`src/sfr_pkg.sv`:
```
// Shared types and constants for the serial frame receiver.
package sfr_pkg;

    localparam int CfgIndexW = 3;
    localparam int CfgDataW  = 16;
    localparam int ByteW     = 8;
    localparam int PosW      = 5;
    localparam int FlenW     = 6;
    localparam int LimitW    = 6;
    localparam int TicksW    = 16;
    localparam int OutDataW  = 24;

    localparam logic [CfgIndexW-1:0] CFG_HEADER_CODE   = 3'd0;
    localparam logic [CfgIndexW-1:0] CFG_DEST_CODE     = 3'd1;
    localparam logic [CfgIndexW-1:0] CFG_END_CODE      = 3'd2;
    localparam logic [CfgIndexW-1:0] CFG_LENGTH_LIMIT  = 3'd3;
    localparam logic [CfgIndexW-1:0] CFG_TIMEOUT_TICKS = 3'd4;

    localparam logic KIND_BYTE = 1'b0;
    localparam logic KIND_TICK = 1'b1;

    typedef enum logic [2:0] {
        ST_HEAD = 3'd0,
        ST_DEST = 3'd1,
        ST_LEN  = 3'd2,
        ST_PAY  = 3'd3,
        ST_SUM  = 3'd4,
        ST_END  = 3'd5,
        ST_RD   = 3'd6,
        ST_LD   = 3'd7
    } t_state;

    typedef struct packed {
        logic load_timer;
        logic dec_timer;
        logic clr_count;
        logic inc_count;
        logic sum_load;
        logic sum_add;
        logic sum_clr;
        logic len_load;
        logic ram_we;
        logic emit_clr;
        logic emit_inc;
        logic rd_issue;
        logic out_load;
    } t_cmd;

    typedef struct packed {
        logic hdr_match;
        logic dst_match;
        logic len_bad;
        logic len_zero;
        logic count_done;
        logic sum_match;
        logic end_match;
        logic timeout_zero;
        logic emit_last;
        logic out_free;
    } t_sts;

endpackage

```
`src/serial_frame_receiver_core.sv`:
```
// Top level of the serial frame receiver.
//
//   channel   dir  handshake                  payload
//   s_        in   i_s_tvalid / o_s_tready    tdata: byte_value; tuser: kind
//   m_        out  o_m_tvalid / i_m_tready    tdata: payload_byte, byte_position,
//                                             frame_length; tlast: is_last
//   cfg_      in   i_cfg_valid / o_cfg_ready  i_cfg_index, i_cfg_data
//
// A byte or tick beat is taken in any receive state. After a good end byte the payload
// is walked out of the store: each byte is read from the registered store, then loaded
// into the output register, waiting while the output stalls; input is held off until
// the last byte is loaded. Reset is synchronous, active low; output data is not reset.
module serial_frame_receiver_core
    import sfr_pkg::*;
#(
    parameter int MAX_PAYLOAD = 32,
    parameter int TIMER_BITS  = 16
) (
    input  logic                 i_clk,
    input  logic                 i_rst_n,
    input  logic                 i_s_tvalid,
    output logic                 o_s_tready,
    input  logic [ByteW-1:0]     i_s_tdata,   // [7:0] byte_value
    input  logic                 i_s_tuser,   // [0] kind
    output logic                 o_m_tvalid,
    input  logic                 i_m_tready,
    output logic [OutDataW-1:0]  o_m_tdata,   // [7:0] payload_byte, [12:8] byte_position,
                                              // [18:13] frame_length
    output logic                 o_m_tlast,
    input  logic                 i_cfg_valid,
    output logic                 o_cfg_ready,
    input  logic [CfgIndexW-1:0] i_cfg_index,
    input  logic [CfgDataW-1:0]  i_cfg_data
);

    t_cmd cmd;
    t_sts sts;
    logic ready;
    logic beat;

    assign beat        = i_s_tvalid && ready;
    assign o_s_tready  = ready;
    assign o_cfg_ready = 1'b1;

    sfr_ctrl u_ctrl (
        .i_clk  (i_clk),
        .i_rst_n(i_rst_n),
        .i_beat (beat),
        .i_kind (i_s_tuser),
        .i_sts  (sts),
        .o_cmd  (cmd),
        .o_ready(ready)
    );

    sfr_dp #(
        .MAX_PAYLOAD(MAX_PAYLOAD),
        .TIMER_BITS (TIMER_BITS)
    ) u_dp (
        .i_clk      (i_clk),
        .i_rst_n    (i_rst_n),
        .i_cfg_we   (i_cfg_valid),
        .i_cfg_index(i_cfg_index),
        .i_cfg_data (i_cfg_data),
        .i_byte     (i_s_tdata),
        .i_cmd      (cmd),
        .o_sts      (sts),
        .i_m_tready (i_m_tready),
        .o_m_tvalid (o_m_tvalid),
        .o_m_tdata  (o_m_tdata),
        .o_m_tlast  (o_m_tlast)
    );

endmodule

```
`src/sfr_ram.sv`:
```
// Generic single-write, single-read RAM with registered read data.
module sfr_ram #(
    parameter int WIDTH = 8,
    parameter int DEPTH = 32
) (
    input  logic                                   i_clk,
    input  logic                                   i_we,
    input  logic [(DEPTH > 1 ? $clog2(DEPTH) : 1)-1:0] i_waddr,
    input  logic [WIDTH-1:0]                       i_wdata,
    input  logic                                   i_re,
    input  logic [(DEPTH > 1 ? $clog2(DEPTH) : 1)-1:0] i_raddr,
    output logic [WIDTH-1:0]                       o_rdata
);

    logic [WIDTH-1:0] r_mem [DEPTH];
    logic [WIDTH-1:0] r_rdata;

    always_ff @(posedge i_clk) begin
        if (i_we) begin
            r_mem[i_waddr] <= i_wdata;
        end
        if (i_re) begin
            r_rdata <= r_mem[i_raddr];
        end
    end

    assign o_rdata = r_rdata;

endmodule

```
`src/sfr_ctrl.sv`:
```
// Frame phase and payload emission controller.
module sfr_ctrl
    import sfr_pkg::*;
(
    input  logic i_clk,
    input  logic i_rst_n,
    input  logic i_beat,
    input  logic i_kind,
    input  t_sts i_sts,
    output t_cmd o_cmd,
    output logic o_ready
);

    t_state r_state;
    t_state n_state;
    t_state eff;

    assign eff = i_sts.timeout_zero ? ST_HEAD : r_state;

    always_ff @(posedge i_clk) begin
        if (!i_rst_n) begin
            r_state <= ST_HEAD;
        end else begin
            r_state <= n_state;
        end
    end

    always_comb begin
        n_state = r_state;
        case (r_state)
            ST_HEAD, ST_DEST, ST_LEN, ST_PAY, ST_SUM, ST_END: begin
                if (i_beat && i_kind == KIND_BYTE) begin
                    case (eff)
                        ST_HEAD: begin
                            n_state = i_sts.hdr_match ? ST_DEST : ST_HEAD;
                        end
                        ST_DEST: begin
                            n_state = i_sts.dst_match ? ST_LEN : ST_HEAD;
                        end
                        ST_LEN: begin
                            if (i_sts.len_bad) begin
                                n_state = ST_HEAD;
                            end else if (!i_sts.len_zero) begin
                                n_state = ST_PAY;
                            end else begin
                                n_state = ST_LEN;
                            end
                        end
                        ST_PAY: begin
                            n_state = i_sts.count_done ? ST_SUM : ST_PAY;
                        end
                        ST_SUM: begin
                            n_state = i_sts.sum_match ? ST_END : ST_HEAD;
                        end
                        ST_END: begin
                            n_state = i_sts.end_match ? ST_RD : ST_HEAD;
                        end
                        default: begin
                            n_state = ST_HEAD;
                        end
                    endcase
                end
            end
            ST_RD: begin
                n_state = ST_LD;
            end
            ST_LD: begin
                if (i_sts.out_free) begin
                    n_state = i_sts.emit_last ? ST_HEAD : ST_RD;
                end
            end
            default: begin
                n_state = ST_HEAD;
            end
        endcase
    end

    always_comb begin
        o_cmd   = '0;
        o_ready = 1'b0;
        case (r_state)
            ST_HEAD, ST_DEST, ST_LEN, ST_PAY, ST_SUM, ST_END: begin
                o_ready = 1'b1;
                if (i_beat && i_kind == KIND_TICK) begin
                    o_cmd.dec_timer = !i_sts.timeout_zero;
                end else if (i_beat) begin
                    if (i_sts.timeout_zero) begin
                        o_cmd.clr_count = 1'b1;
                        o_cmd.sum_clr   = 1'b1;
                    end
                    case (eff)
                        ST_HEAD: begin
                            if (i_sts.hdr_match) begin
                                o_cmd.clr_count  = 1'b1;
                                o_cmd.load_timer = 1'b1;
                            end
                        end
                        ST_DEST: begin
                            o_cmd.sum_load = i_sts.dst_match;
                        end
                        ST_LEN: begin
                            if (!i_sts.len_bad && !i_sts.len_zero) begin
                                o_cmd.len_load = 1'b1;
                                o_cmd.sum_add  = 1'b1;
                            end
                        end
                        ST_PAY: begin
                            o_cmd.ram_we    = 1'b1;
                            o_cmd.sum_add   = 1'b1;
                            o_cmd.clr_count = i_sts.count_done;
                            o_cmd.inc_count = !i_sts.count_done;
                        end
                        ST_SUM: begin
                            o_cmd.sum_clr = !i_sts.sum_match;
                        end
                        ST_END: begin
                            o_cmd.emit_clr = i_sts.end_match;
                        end
                        default: begin
                            o_cmd = '0;
                        end
                    endcase
                end
            end
            ST_RD: begin
                o_cmd.rd_issue = 1'b1;
            end
            ST_LD: begin
                if (i_sts.out_free) begin
                    o_cmd.out_load = 1'b1;
                    o_cmd.emit_inc = !i_sts.emit_last;
                end
            end
            default: begin
                o_cmd = '0;
            end
        endcase
    end

    a_rd_then_ld: assert property (@(posedge i_clk) disable iff (!i_rst_n)
        r_state == ST_RD |=> r_state == ST_LD)
        else $error("read not followed by load");

    a_load_needs_room: assert property (@(posedge i_clk) disable iff (!i_rst_n)
        o_cmd.out_load |-> i_sts.out_free)
        else $error("output register overwritten");

    a_emit_blocks_input: assert property (@(posedge i_clk) disable iff (!i_rst_n)
        (r_state == ST_RD || r_state == ST_LD) |-> !i_beat)
        else $error("input taken during emission");

endmodule

```
`src/sfr_dp.sv`:
```
// Datapath: configuration, counters, checksum, payload store and output register.
module sfr_dp
    import sfr_pkg::*;
#(
    parameter int MAX_PAYLOAD = 32,
    parameter int TIMER_BITS  = 16
) (
    input  logic                 i_clk,
    input  logic                 i_rst_n,
    input  logic                 i_cfg_we,
    input  logic [CfgIndexW-1:0] i_cfg_index,
    input  logic [CfgDataW-1:0]  i_cfg_data,
    input  logic [ByteW-1:0]     i_byte,
    input  t_cmd                 i_cmd,
    output t_sts                 o_sts,
    input  logic                 i_m_tready,
    output logic                 o_m_tvalid,
    output logic [OutDataW-1:0]  o_m_tdata,
    output logic                 o_m_tlast
);

    localparam int AW = (MAX_PAYLOAD > 1) ? $clog2(MAX_PAYLOAD) : 1;
    localparam int CW = $clog2(MAX_PAYLOAD + 1);
    localparam logic [ByteW:0] MaxLen = (ByteW + 1)'(MAX_PAYLOAD);

    logic [ByteW-1:0]      r_hdr_code;
    logic [ByteW-1:0]      r_dst_code;
    logic [ByteW-1:0]      r_end_code;
    logic [LimitW-1:0]     r_limit;
    logic [TicksW-1:0]     r_ticks;
    logic [TIMER_BITS-1:0] r_timer;
    logic [CW-1:0]         r_count;
    logic [CW-1:0]         r_len;
    logic [ByteW-1:0]      r_sum;
    logic [AW-1:0]         r_emit;
    logic                  r_out_valid;
    logic [ByteW-1:0]      r_out_byte;
    logic [PosW-1:0]       r_out_pos;
    logic [FlenW-1:0]      r_out_flen;
    logic                  r_out_last;

    logic [47:0]           ticks_wide;
    logic [31:0]           emit_wide;
    logic [31:0]           len_wide;
    logic [ByteW-1:0]      rdata;
    logic [CW:0]           count_next;
    logic [CW:0]           emit_next;

    assign ticks_wide = 48'(r_ticks);
    assign emit_wide  = 32'(r_emit);
    assign len_wide   = 32'(r_len);
    assign count_next = (CW + 1)'(r_count) + (CW + 1)'(1);
    assign emit_next  = (CW + 1)'(r_emit) + (CW + 1)'(1);

    always_ff @(posedge i_clk) begin
        if (!i_rst_n) begin
            r_hdr_code <= '0;
            r_dst_code <= '0;
            r_end_code <= '0;
            r_limit    <= LimitW'(32);
            r_ticks    <= TicksW'(100);
        end else if (i_cfg_we) begin
            case (i_cfg_index)
                CFG_HEADER_CODE:   r_hdr_code <= i_cfg_data[ByteW-1:0];
                CFG_DEST_CODE:     r_dst_code <= i_cfg_data[ByteW-1:0];
                CFG_END_CODE:      r_end_code <= i_cfg_data[ByteW-1:0];
                CFG_LENGTH_LIMIT:  r_limit    <= i_cfg_data[LimitW-1:0];
                CFG_TIMEOUT_TICKS: r_ticks    <= i_cfg_data[TicksW-1:0];
                default: begin
                    r_limit <= r_limit;
                end
            endcase
        end
    end

    always_ff @(posedge i_clk) begin
        if (!i_rst_n) begin
            r_timer     <= '0;
            r_count     <= '0;
            r_len       <= '0;
            r_sum       <= '0;
            r_emit      <= '0;
            r_out_valid <= 1'b0;
        end else begin
            if (i_cmd.load_timer) begin
                r_timer <= ticks_wide[TIMER_BITS-1:0];
            end else if (i_cmd.dec_timer) begin
                r_timer <= r_timer - TIMER_BITS'(1);
            end
            if (i_cmd.inc_count) begin
                r_count <= count_next[CW-1:0];
            end else if (i_cmd.clr_count) begin
                r_count <= '0;
            end
            if (i_cmd.len_load) begin
                r_len <= i_byte[CW-1:0];
            end
            if (i_cmd.sum_load) begin
                r_sum <= i_byte;
            end else if (i_cmd.sum_add) begin
                r_sum <= r_sum + i_byte;
            end else if (i_cmd.sum_clr) begin
                r_sum <= '0;
            end
            if (i_cmd.emit_clr) begin
                r_emit <= '0;
            end else if (i_cmd.emit_inc) begin
                r_emit <= r_emit + AW'(1);
            end
            if (i_cmd.out_load) begin
                r_out_valid <= 1'b1;
            end else if (i_m_tready) begin
                r_out_valid <= 1'b0;
            end
        end
    end

    always_ff @(posedge i_clk) begin
        if (i_cmd.out_load) begin
            r_out_byte <= rdata;
            r_out_pos  <= emit_wide[PosW-1:0];
            r_out_flen <= len_wide[FlenW-1:0];
            r_out_last <= (emit_next == (CW + 1)'(r_len));
        end
    end

    sfr_ram #(
        .WIDTH(ByteW),
        .DEPTH(MAX_PAYLOAD)
    ) u_store (
        .i_clk  (i_clk),
        .i_we   (i_cmd.ram_we),
        .i_waddr(r_count[AW-1:0]),
        .i_wdata(i_byte),
        .i_re   (i_cmd.rd_issue),
        .i_raddr(r_emit),
        .o_rdata(rdata)
    );

    always_comb begin
        o_sts.hdr_match    = (i_byte == r_hdr_code);
        o_sts.dst_match    = (i_byte == r_dst_code);
        o_sts.len_bad      = ({1'b0, i_byte} > (ByteW + 1)'(r_limit)) ||
                             ({1'b0, i_byte} > MaxLen);
        o_sts.len_zero     = (i_byte == '0);
        o_sts.count_done   = (count_next >= (CW + 1)'(r_len));
        o_sts.sum_match    = (r_sum == i_byte);
        o_sts.end_match    = (i_byte == r_end_code);
        o_sts.timeout_zero = (r_timer == '0);
        o_sts.emit_last    = (emit_next == (CW + 1)'(r_len));
        o_sts.out_free     = !r_out_valid || i_m_tready;
    end

    assign o_m_tvalid = r_out_valid;
    assign o_m_tdata  = {(OutDataW - ByteW - PosW - FlenW)'(0), r_out_flen, r_out_pos,
                         r_out_byte};
    assign o_m_tlast  = r_out_last;

    a_store_in_range: assert property (@(posedge i_clk) disable iff (!i_rst_n)
        i_cmd.ram_we |-> (32'(r_count) < MAX_PAYLOAD))
        else $error("payload write beyond store");

    a_len_in_range: assert property (@(posedge i_clk) disable iff (!i_rst_n)
        32'(r_len) <= MAX_PAYLOAD)
        else $error("payload length beyond store");

    a_load_shows: assert property (@(posedge i_clk) disable iff (!i_rst_n)
        i_cmd.out_load |=> o_m_tvalid)
        else $error("loaded beat not presented");

endmodule

```
`config.mk`:
```
export PLATFORM = sky130hd
export DESIGN_NAME = serial_frame_receiver_core
export DESIGN_NICKNAME = d
export VERILOG_FILES = /design/src/sfr_pkg.sv /design/src/serial_frame_receiver_core.sv /design/src/sfr_ram.sv /design/src/sfr_ctrl.sv /design/src/sfr_dp.sv
export SDC_FILE = /design/constraint.sdc
export NUM_CORES = 1
export LEC_CHECK = 0
export ABC_AREA = 1
export BUFFER_PORTS_ARGS = -buffer_cell sky130_fd_sc_hd__buf_4
export CAP_MARGIN = 40
export CORE_MARGIN = 10
export CORE_UTILIZATION = 40
export DETAILED_ROUTE_END_ITERATION = 12
export SETUP_SLACK_MARGIN = 0.5
export SYNTH_ARGS = -nofsm -noshare
export SYNTH_HDL_FRONTEND = slang
export SYNTH_SLANG_ARGS = --single-unit
```
`constraint.sdc`:
```
create_clock -name i_clk -period 3.3 [get_ports i_clk]
set_input_delay 0.66 -clock i_clk [delete_from_list [all_inputs] [get_ports i_clk]]
set_output_delay 0.66 -clock i_clk [all_outputs]
set_load 0.005 [all_outputs]
```
==> results.md, run 1 <==
* Cell variety after synth at 47
* CP Capture Type: flip-flop
* RSZ-0062 raised after global routing: false
* Clock sinks at 375
* Area leader, netlist: edfxtp_1
* Critical Path RT at 3550 ps
* Worst setup SP type: flip-flop
* Syn Area/Cell at around 10 um^2
* Area growth syn-to-layout at 14.5%
* TritonCTS buffer count at 40
* Max-slew violation count at 0
* Area share of the largest cell type after synthesis at 52.0%
* Die Height at 223 um
* Outcome: finished, final reports clean
* Dominant synthesized flop cell: edfxtp_1
* Drt total wl at between 40000 and 50000 um
* Die W at roughly 220 um
* Filler instances at roughly 3800
* Pre-CTS setup slack at 576 ps
* Crit path DAT at 2790 ps
* FF+latch count, synth at 375
* CP Class: reg -> reg
* Ys Warns at 0
* # resized after CTS at 0
* Skew-Pair Late Insertion Delay at about 540 ps
* Buf/Inv on CP at 3
* GR Util All Layers at 16.7%
* Number of global-route vias before repair at roughly 11000
* CP top delay family: simple AND/OR/NAND/NOR gates
* Die Footprint at approximately 0.05 mm^2
* Hold path startpoint: i_cfg_data[15]
* Multi-input logic area at around 0.0054 mm^2
* # Max-Cap Violations at 0
* Final setup viols at 0
* Hold Buf Count CTS at 0
* Most frequent cells after synthesis: nor2_1, edfxtp_1, o21ai_0
* Clock Skews at around 11 ps
* TritonRoute pass-1 iters at 6
* Worst slew pin tran at 772 ps
* Critical R2R Launch: u_dp.r_timer[0]
* Clock transition at path regs at about 60 ps
* CTS Buffer Depth at 3
* Synth Cell Area at roughly 0.016 mm^2
* Via count at between 10000 and 15000
* Sum Neg Setup Slack at 0 ps
* Minimum clock period at roughly 2500 ps
* Num rows at between 70 and 80
* Max stage delay on crit path at 350 ps
* Count leader, synth: nor2_1
* Post-synth EDFFs at ~280
* Worst hold path type: in -> reg
* Power Dens Cells at roughly 590 mW/mm^2
* IR drop worst, VDD at about 0.4 mV
* 1st-iter DRT viols at 988
* Fmax at approximately 400 MHz
* Leakage at approximately 6.9 nW
* CTS Root Cell: clkbuf_16
* Antenna Nets Post-Route at 0
* Final Power at around 0.011 W
* Gr ovfl total at 0
* Final hold vios at 0
* Nets at between 1500 and 2000
* ANT cells at 0
* Final period util at 76.9%
* CTS tree: done
* Register area at about 0.010 mm^2
* Seq/Total Area, Yosys at approximately 63%
* CP Launch Point: u_dp.r_timer[0]
* Worst Path Max Fanout at 8
* Setup WS post-layout at 761 ps
* Htree depth at 2
* Top cells by area, synth: edfxtp_1, dfxtp_1, nor2_1
* Port buffer count at 54
* Setup Buffers After CTS at 0
* CP Cell Sequence: inv_1 > ha_1 > nand3_4 > nor2_4 > nand2_8 > nand2_4 > nor3_4 > inv_2 > nor2_8 > nand2_1 > nor2_1 > buf_4
* I/O pin count at 61
* Via-to-Cell Ratio at approximately 5.3
* Gate Count Post-Synth at 1573
* Antenna violations before repair at 0
* Drt wl/cell at around 19 um
* Worst hold slack at ~350 ps
* Post-DP HPWL at 28000 um
* Proportion of layout cells with a drive suffix above 1 at 13.8%
* Largest net degree at the start of global routing at 71
* Slowest stage cell, crit path: dfxtp_1
* Max-slew headroom at ~49%
* Global-route wire length before repair at around 66000 um
* GPL Wtd Cong at about 0.89
* Core Area at 0.0407 mm^2
* Post-route DRC violation count at 0
* Ys async rst share at 0%
* Initial Util at between 40 and 50%
-- registers in the layout, summed over array words and instances (netlist names), 6 cells and up --
name and flops:
u_dp.r_end_code 8, u_dp.r_len 6, u_dp.r_out_byte 8, u_dp.u_store.r_mem 256
u_dp.r_timer 16, u_dp.r_out_flen 6, u_dp.r_dst_code 8, u_dp.r_sum 8
u_dp.r_ticks 16, u_dp.u_store.o_rdata 8, u_dp.r_limit 6, u_dp.r_count 6
u_dp.r_hdr_code 8
-- report_power, final --
part           switching [W]  internal [W]  total (W)
registers           0.000121       0.00519    0.00531
logic               0.000999      0.000634    0.00163
clock network        0.00178       0.00240    0.00418
-- cell families after synthesis --
kind of cell             after synthesis  synth area share (%)
XOR/XNOR                              49                  2.62
AND/OR/NAND/NOR                      589                  15.7
flip-flops                           375                  63.1
buffers and inverters                164                  4.31
other                                  2                0.0458
AO/OA/AOI/OAI                        368                  12.3
adder cells (fa/ha/maj)               26                  2.03
-- routing by layer --
metal  wire (um)  track usage, %
met1       18000            21.0
met2       21500            29.3
met3        1860            2.07
met4        1080            4.97
met5           0               0
-- area by class of cell --
class                      count  area share [%]
sequential                   375            55.1
tap                          532            3.54
clock inverter                21           0.885
inverter                      78            1.56
multi-input combinational   1038            28.6
clock buffer                  47            5.52
timing repair buffer         114            4.82
-- cells in the final DEF (no fill, tap or decap), drive strengths merged, types with 4 or more instances in the layout --
cell type	netlist	routed
nand4	16	16
edfxtp	284	284
or2	7	7
inv	77	77
dfxtp	91	91
nor2	345	345
ha	25	25
buf	33	114
a211oi	4	4
xnor2	28	28
nand3b	8	8
clkinv	1	18
o211ai	5	5
nand2	161	161
o21ai	216	216
nand3	38	38
nor3	13	13
xor2	21	21
clkbuf	53	47
a21oi	53	53
o22ai	77	77
conb	2	6
o31ai	8	8
-- per-stage QoR --
step                area [um^2]  util [%]  cells
floorplan                 16400         -   1577
global placement          17600      43.2   2137
detailed placement        17600      43.2   2137
CTS                       18800      46.1   2205
global route              18800      46.1   2205
finish                    18800      46.1   2205
-- worst register-to-register path, stage by stage (launching register included) --
cell,delay (ps)
dfxtp_1,350
inv_1,80
ha_1,250
nand3_4,130
nor2_4,70
nand2_8,100
nand2_4,70
nor3_4,180
inv_2,100
nor2_8,160
nand2_1,220
nor2_1,340
buf_4,220
-- worst paths after layout --
| path | endpoint | slack, ps | cells past startpoint |
|---|---|---|---|
| setup / recovery | u_dp.u_store.r_mem[20][4] | 760 | 12 |
| setup reg to reg | u_dp.u_store.r_mem[20][4] | 760 | 12 |
| hold / removal | u_dp.r_ticks[15] | 350 | 3 |
| hold reg to reg | u_dp.r_out_byte[3] | 420 | 0 |
Power figures use the tool's default switching activity.
==> run 2, diff against run 1 <==
- clock period: 3.3 -> 2.5 ns (I/O delays scaled with it)
==> run 2 against run 1 <==
Sequential power is 32% higher. Clock power is 37% higher. Register-to-register slack got worse by 510 ps. Sequential share of layout area shrank 5.0 points. Highest routed layer unchanged.
==> results.md, run 2 (synthesis gave the netlist of run 1 again) <==
* Outcome: finished, final reports clean (unchanged)
* Nets at 1773 (was 1706)
* Largest net degree at the start of global routing at 49 (was 71)
* Hold Buf Count CTS at 0 (unchanged)
* Fmax at 446 MHz (was 394 MHz)
* Clock sinks at 375 (unchanged)
* Leakage at 7.48 nW (was 6.86 nW)
* Initial Util at 40.3% (unchanged)
* TritonRoute pass-1 iters at 5 (was 6)
* Drt total wl at 46100 um (was 42400 um)
* Antenna violations before repair at 0 (unchanged)
* I/O pin count at 61 (unchanged)
* Internal power at 0.0114 W (was 0.00822 W)
* Die Height at 223 um (unchanged)
* Antenna Nets Post-Route at 0 (unchanged)
* IR drop worst, VDD at 0.515 mV (was 0.410 mV)
* Crit path DAT at 2720 ps (was 2790 ps)
* Via count at 12300 (was 11600)
* Port buffer count at 54 (unchanged)
* Drt wl/cell at 20.3 um (was 19.2 um)
* Global-route wire length before repair at 69600 um (was 66200 um)
* TritonCTS buffer count at 40 (unchanged)
* RSZ-0062 raised after global routing: true (was false)
* Commonest cells after routing, fill and taps aside: nor2_1, edfxtp_1, o21ai_0, nand2_1, buf_4 (unchanged)
* Clock Skews at 21.7 ps (was 11.4 ps)
* Post-route DRC violation count at 0 (unchanged)
* Worst Path Max Fanout at 6 (was 8)
* Minimum clock period at 2240 ps (was 2540 ps)
* Gr ovfl total at 0 (unchanged)
* Final Util at 50.9% (was 46.1%)
* Number of global-route vias before repair at 12000 (was 11400)
* Setup WS post-layout at 256 ps (was 761 ps)
* Largest reg by FF count: u_dp.u_store.r_mem (unchanged)
* Final hold vios at 0 (unchanged)
* Net Sw Frac at 26.8% (was 26.1%)
* Sum Neg Setup Slack at 0 ps (unchanged)
* Pre-CTS setup slack at 21.5 ps (was 576 ps)
* Critical Path RT at 2970 ps (was 3550 ps)
* CP Class: reg -> reg (unchanged)
* 1st-iter DRT viols at 1048 (was 988)
* Worst slew pin tran at 853 ps (was 772 ps)
* Combinational group share of total power at 18.0% (was 14.7%)
* Post-route cell area at 0.0207 mm^2 (was 0.0188 mm^2)
* Worst setup SP type: flip-flop (unchanged)
* Filler instances at 3559 (was 3812)
* Final period util at 89.8% (was 76.9%)
* Max-slew violation count at 0 (unchanged)
* Post-DP HPWL at 29400 um (was 28000 um)
* Flop pwr share at 45.2% (was 47.7%)
* CTS tree: done (unchanged)
* Top Registers: u_dp.u_store.r_mem x256, u_dp.r_ticks x16, u_dp.r_timer x16 (unchanged)
* Die Footprint at 0.0495 mm^2 (unchanged)
* Final setup viols at 0 (unchanged)
* CTS Root Cell: clkbuf_16 (unchanged)
* Area growth syn-to-layout at 26.2% (was 14.5%)
* Max-slew headroom at 43.1% (was 48.5%)
* Num rows at 74 (unchanged)
* GR Util All Layers at 17.6% (was 16.7%)
* CTS Buffer Depth at 3 (unchanged)
* Via-to-Cell Ratio at 5.39 (was 5.25)
* Multi-input logic area at 0.00621 mm^2 (was 0.00537 mm^2)
* Die W at 223 um (unchanged)
* # Max-Cap Violations at 0 (unchanged)
* Htree depth at 2 (unchanged)
* GPL Wtd Cong at 0.854 (was 0.891)
* Proportion of layout cells with a drive suffix above 1 at 24.5% (was 13.8%)
* Max reg flops at 256 (unchanged)
* Clock share of power at 36.9% (was 37.6%)
* ANT cells at 0 (unchanged)
* Core Area at 0.0407 mm^2 (unchanged)
* Worst hold path type: in -> reg (unchanged)
* Register area at 0.0104 mm^2 (about the same)
* Dpl cell area at 0.0180 mm^2 (was 0.0176 mm^2)
* Skew-Pair Late Insertion Delay at 560 ps (was 540 ps)
* Clock transition at path regs at 60 ps (about the same)
* Commonest non-fill, non-tap cell in the layout: nor2_1 (unchanged)
* Power Dens Cells at 750 mW/mm^2 (was 591 mW/mm^2)
* CP Capture Type: flip-flop (unchanged)
* Worst hold slack at 187 ps (was 349 ps)
* Net switching power at 0.00416 W (was 0.00290 W)
-- run 2: stage by stage --
stage / instances / power, W
6_report: 2273 / 0.0155
5_1_grt: 2273 / 0.0161
4_1_cts: 2248 / 0.0153
3_5_place_dp: 2136 / 0.00935
3_3_place_gp: 2136 / 0.00932
2_1_floorplan: 1577 / 0.00885
-- run 2: power by group through the flow --
| stage | clock [W] | combinational [W] | sequential (W) |
|---|---|---|---|
| 2_1_floorplan | 0 | 0.00177 | 0.00709 |
| 3_3_place_gp | 0 | 0.00220 | 0.00712 |
| 3_5_place_dp | 0 | 0.00223 | 0.00712 |
| 4_1_cts | 0.00583 | 0.00244 | 0.00699 |
| 5_1_grt | 0.00604 | 0.00307 | 0.00703 |
| 6_report | 0.00573 | 0.00279 | 0.00702 |
-- run 2: area by class of cell --
type / instances / area share [%]
sequential: 375 / 50.1
inverter: 78 / 1.49
clock inverter: 12 / 0.682
multi-input combinational: 1040 / 30.0
tap: 532 / 3.21
timing repair buffer: 179 / 9.19
clock buffer: 57 / 5.33
-- run 2: per-layer routing --
metal / up-vias / GRT usage [%] / part of all wire (%)
met3: 95 / 2.69 / 5.4
met5: - / 0 / 0
met4: 0 / 5.99 / 2.8
met1: 5996 / 22.0 / 42
li1: 5790 / - / -
met2: 377 / 30.2 / 50
-- run 2: worst max-delay path: stages (launching register included) --
cell	delay (ps)
dfxtp_4	390
buf_4	130
nand3_2	80
nor2_2	150
xor2_1	220
ha_1	290
nand2_1	90
o21ai_2	60
nor2_2	140
nand3_2	140
nor2_4	240
o21ai_0	120
nor2_1	110
-- run 2: repair_timing --
action	in CTS	in global routing
pin swaps	47	78
gates cloned	1	6
gates resized for setup	42	103
setup buffers	42	19
setup endpoints to repair	274	299
-- run 2: path summary, 6_finish.rpt --
| kind | from | endpoint | slack [ps] | cells after the start |
|---|---|---|---|---|
| max | u_dp.r_count[0] | u_dp.r_count[0] | 260 | 12 |
| min | i_cfg_data[14] | u_dp.r_ticks[14] | 190 | 3 |
| max reg2reg | u_dp.r_count[0] | u_dp.r_count[0] | 260 | 12 |
| min reg2reg | u_dp.u_store.o_rdata[1] | u_dp.r_out_byte[1] | 420 | 0 |
==> run 3, diff against run 2 <==
- PLACE_DENSITY_LB_ADDON: unset -> 0.15
==> run 3 against run 2 <==
Routed wire length up 2.1%. Setup slack improved by 7.1 ps. Combinational power grew 6%. Critical endpoint is now u_dp.r_count[2]. Highest routed layer unchanged. Via count shrank 0.83%. Clock power grew 14%. Cell count grew 1.5%.
==> results.md, run 3 (synthesis gave the netlist of run 1 again) <==
* Via count at 12200 (was 12300)
* Max-slew headroom at 39.8% (was 43.1%)
* Outcome: finished, final reports clean (unchanged)
* CP top delay family: simple AND/OR/NAND/NOR gates (unchanged)
* Antenna violations before repair at 1 (was 0)
* Final hold vios at 0 (unchanged)
* Drt wl/cell at 20.4 um (was 20.3 um)
* Post-route DRC violation count at 0 (unchanged)
* IR drop worst, VDD at 0.615 mV (was 0.515 mV)
* Htree depth at 2 (unchanged)
* Port buffer count at 54 (unchanged)
* Fmax at 447 MHz (was 446 MHz)
* Commonest non-fill, non-tap cell in the layout: nor2_1 (unchanged)
* Setup WS post-layout at 263 ps (was 256 ps)
* Proportion of layout cells with a drive suffix above 1 at 25.9% (was 24.5%)
* Core Area at 0.0407 mm^2 (unchanged)
* CP Class: reg -> reg (unchanged)
* GR Util All Layers at 18.1% (was 17.6%)
* Die Footprint at 0.0495 mm^2 (unchanged)
* Gr ovfl total at 0 (unchanged)
* Num rows at 74 (unchanged)
* Die Height at 223 um (unchanged)
* Placed cell count at 2138 (was 2136)
* Global-route wire length before repair at 70600 um (was 69600 um)
* Clock transition at path regs at 60 ps (about the same)
* 1st-iter DRT viols at 904 (was 1048)
* Post-DP HPWL at 29700 um (was 29400 um)
* Area growth syn-to-layout at 29.9% (was 26.2%)
* TritonCTS buffer count at 42 (was 40)
* Nets at 1801 (was 1773)
* Pre-CTS setup slack at 55.4 ps (was 21.5 ps)
* Worst slew pin tran at 902 ps (was 853 ps)
* Leakage at 7.76 nW (was 7.48 nW)
* Drt total wl at 47100 um (was 46100 um)
* I/O pin count at 61 (unchanged)
* CTS Buffer Depth at 3 (unchanged)
* Clock Skews at 14.5 ps (was 21.7 ps)
* Critical Path RT at 2910 ps (was 2970 ps)
* Buf/Inv on CP at 1 (unchanged)
* # Max-Cap Violations at 0 (unchanged)
* Crit path DAT at 2650 ps (was 2720 ps)
* Filler instances at 3554 (was 3559)
* Worst setup SP type: flip-flop (unchanged)
* Via-to-Cell Ratio at 5.27 (was 5.39)
* Final period util at 89.5% (was 89.8%)
* Power Dens Cells at 773 mW/mm^2 (was 750 mW/mm^2)
* Final non-filler cell total at 2307 (was 2273)
* Worst hold path type: in -> reg (unchanged)
* Slowest stage cell, crit path: dfxtp_4 (unchanged)
* CP Capture Type: flip-flop (unchanged)
* Top Registers: u_dp.u_store.r_mem x256, u_dp.r_ticks x16, u_dp.r_timer x16 (unchanged)
* Skew-Pair Late Insertion Delay at 570 ps (was 560 ps)
* CTS Root Cell: clkbuf_16 (unchanged)
* Number of global-route vias before repair at 11900 (was 12000)
* Largest reg by FF count: u_dp.u_store.r_mem (unchanged)
* Final setup viols at 0 (unchanged)
* Max stage delay on crit path at 360 ps (was 390 ps)
* Max-slew violation count at 0 (unchanged)
* Sum Neg Setup Slack at 0 ps (unchanged)
* TritonRoute pass-1 iters at 5 (unchanged)
* Commonest cells after routing, fill and taps aside: nor2_1, edfxtp_1, o21ai_0, nand2_1, buf_4 (unchanged)
* Largest net degree at the start of global routing at 64 (was 49)
* CP Cell Sequence: ha_4 > nand2_4 > nor2_4 > a211oi_4 > ha_4 > buf_6 > nand4_1 > nor2_2 > nor2_2 > nand3_2 > nand3_2 > nand2_4 > nand2_2 > a21oi_2 (was buf_4 > nand3_2 > nor2_2 > xor2_1 > ha_1 > nand2_1 > o21ai_2 > nor2_2 > nand3_2 > nor2_4 > o21ai_0 > nor2_1)
* GPL Wtd Cong at 0.842 (was 0.854)
* Max reg flops at 256 (unchanged)
* Clock sinks at 375 (unchanged)
* Die W at 223 um (unchanged)
* RSZ-0062 raised after global routing: true (unchanged)
* Antenna Nets Post-Route at 0 (unchanged)
* CTS tree: done (unchanged)
* Worst hold slack at 151 ps (was 187 ps)
* Worst Path Max Fanout at 6 (unchanged)
* Initial Util at 40.3% (unchanged)
* Minimum clock period at 2240 ps (about the same)
[run 3: worst reg2reg max path: cells and delay by family (launching register included)]
kind / cells / cell delay, ps
compound gates: 2 / 310
buf+inv: 1 / 110
flops: 1 / 360
simple gates: 9 / 870
fa+ha+maj: 2 / 430
[run 3: path summary, 6_finish.rpt]
check | from | end | slack, ps | cells after the start
setup / recovery | u_dp.r_count[0] | u_dp.r_count[2] | 260 | 14
setup reg to reg | u_dp.r_count[0] | u_dp.r_count[2] | 260 | 14
hold reg to reg | u_dp.u_store.o_rdata[5] | u_dp.r_out_byte[5] | 420 | 0
hold / removal | i_cfg_data[8] | u_dp.r_ticks[8] | 150 | 3
[run 3: layout make-up]
type,instances,area (um^2),area share [%]
clock inverters,24,325,1.53
clock buffers,52,1140,5.34
inverters,78,319,1.50
repair buffers,206,2320,10.9
diodes,1,2.50,0.0117
multi-input cells,1038,6160,28.9
flip-flops and latches,375,10400,48.7
well taps,532,666,3.12
repair inverters,1,7.51,0.0352
[run 3: power breakdown]
group	internal, W	total, W	switching (W)	leakage [nW]
clock	0.00390	0.00652	0.00262	0.720
sequential	0.00684	0.00700	0.000157	3.30
combinational	0.00134	0.00295	0.00161	3.74
[run 3: metrics by stage]
step           power, W  utilization [%]  instance area, um^2
6_report         0.0165             52.3                21300
5_1_grt          0.0172             52.3                21300
4_1_cts          0.0162             50.6                20600
3_5_place_dp    0.00942             44.2                18000
3_3_place_gp    0.00938             44.2                18000
2_1_floorplan   0.00885                -                16800
[run 3: metal layers]
layer / vias to the layer above / track usage, % / part of all wire [%]
li1: 5844 / - / -
met3: 74 / 3.06 / 4.3
met2: 284 / 30.9 / 50
met4: 0 / 6.60 / 2.8
met5: - / 0 / 0
met1: 5954 / 22.6 / 43
[run 3: timing repair]
item | CTS | global route
resized for setup | 64 | 107
gates cloned | 2 | 5
pin swaps | 71 | 84
hold buffers | 0 | 0
setup buffers | 61 | 24
setup endpoints to repair | 298 | 314
endpoints found under the hold margin | 0 | 0
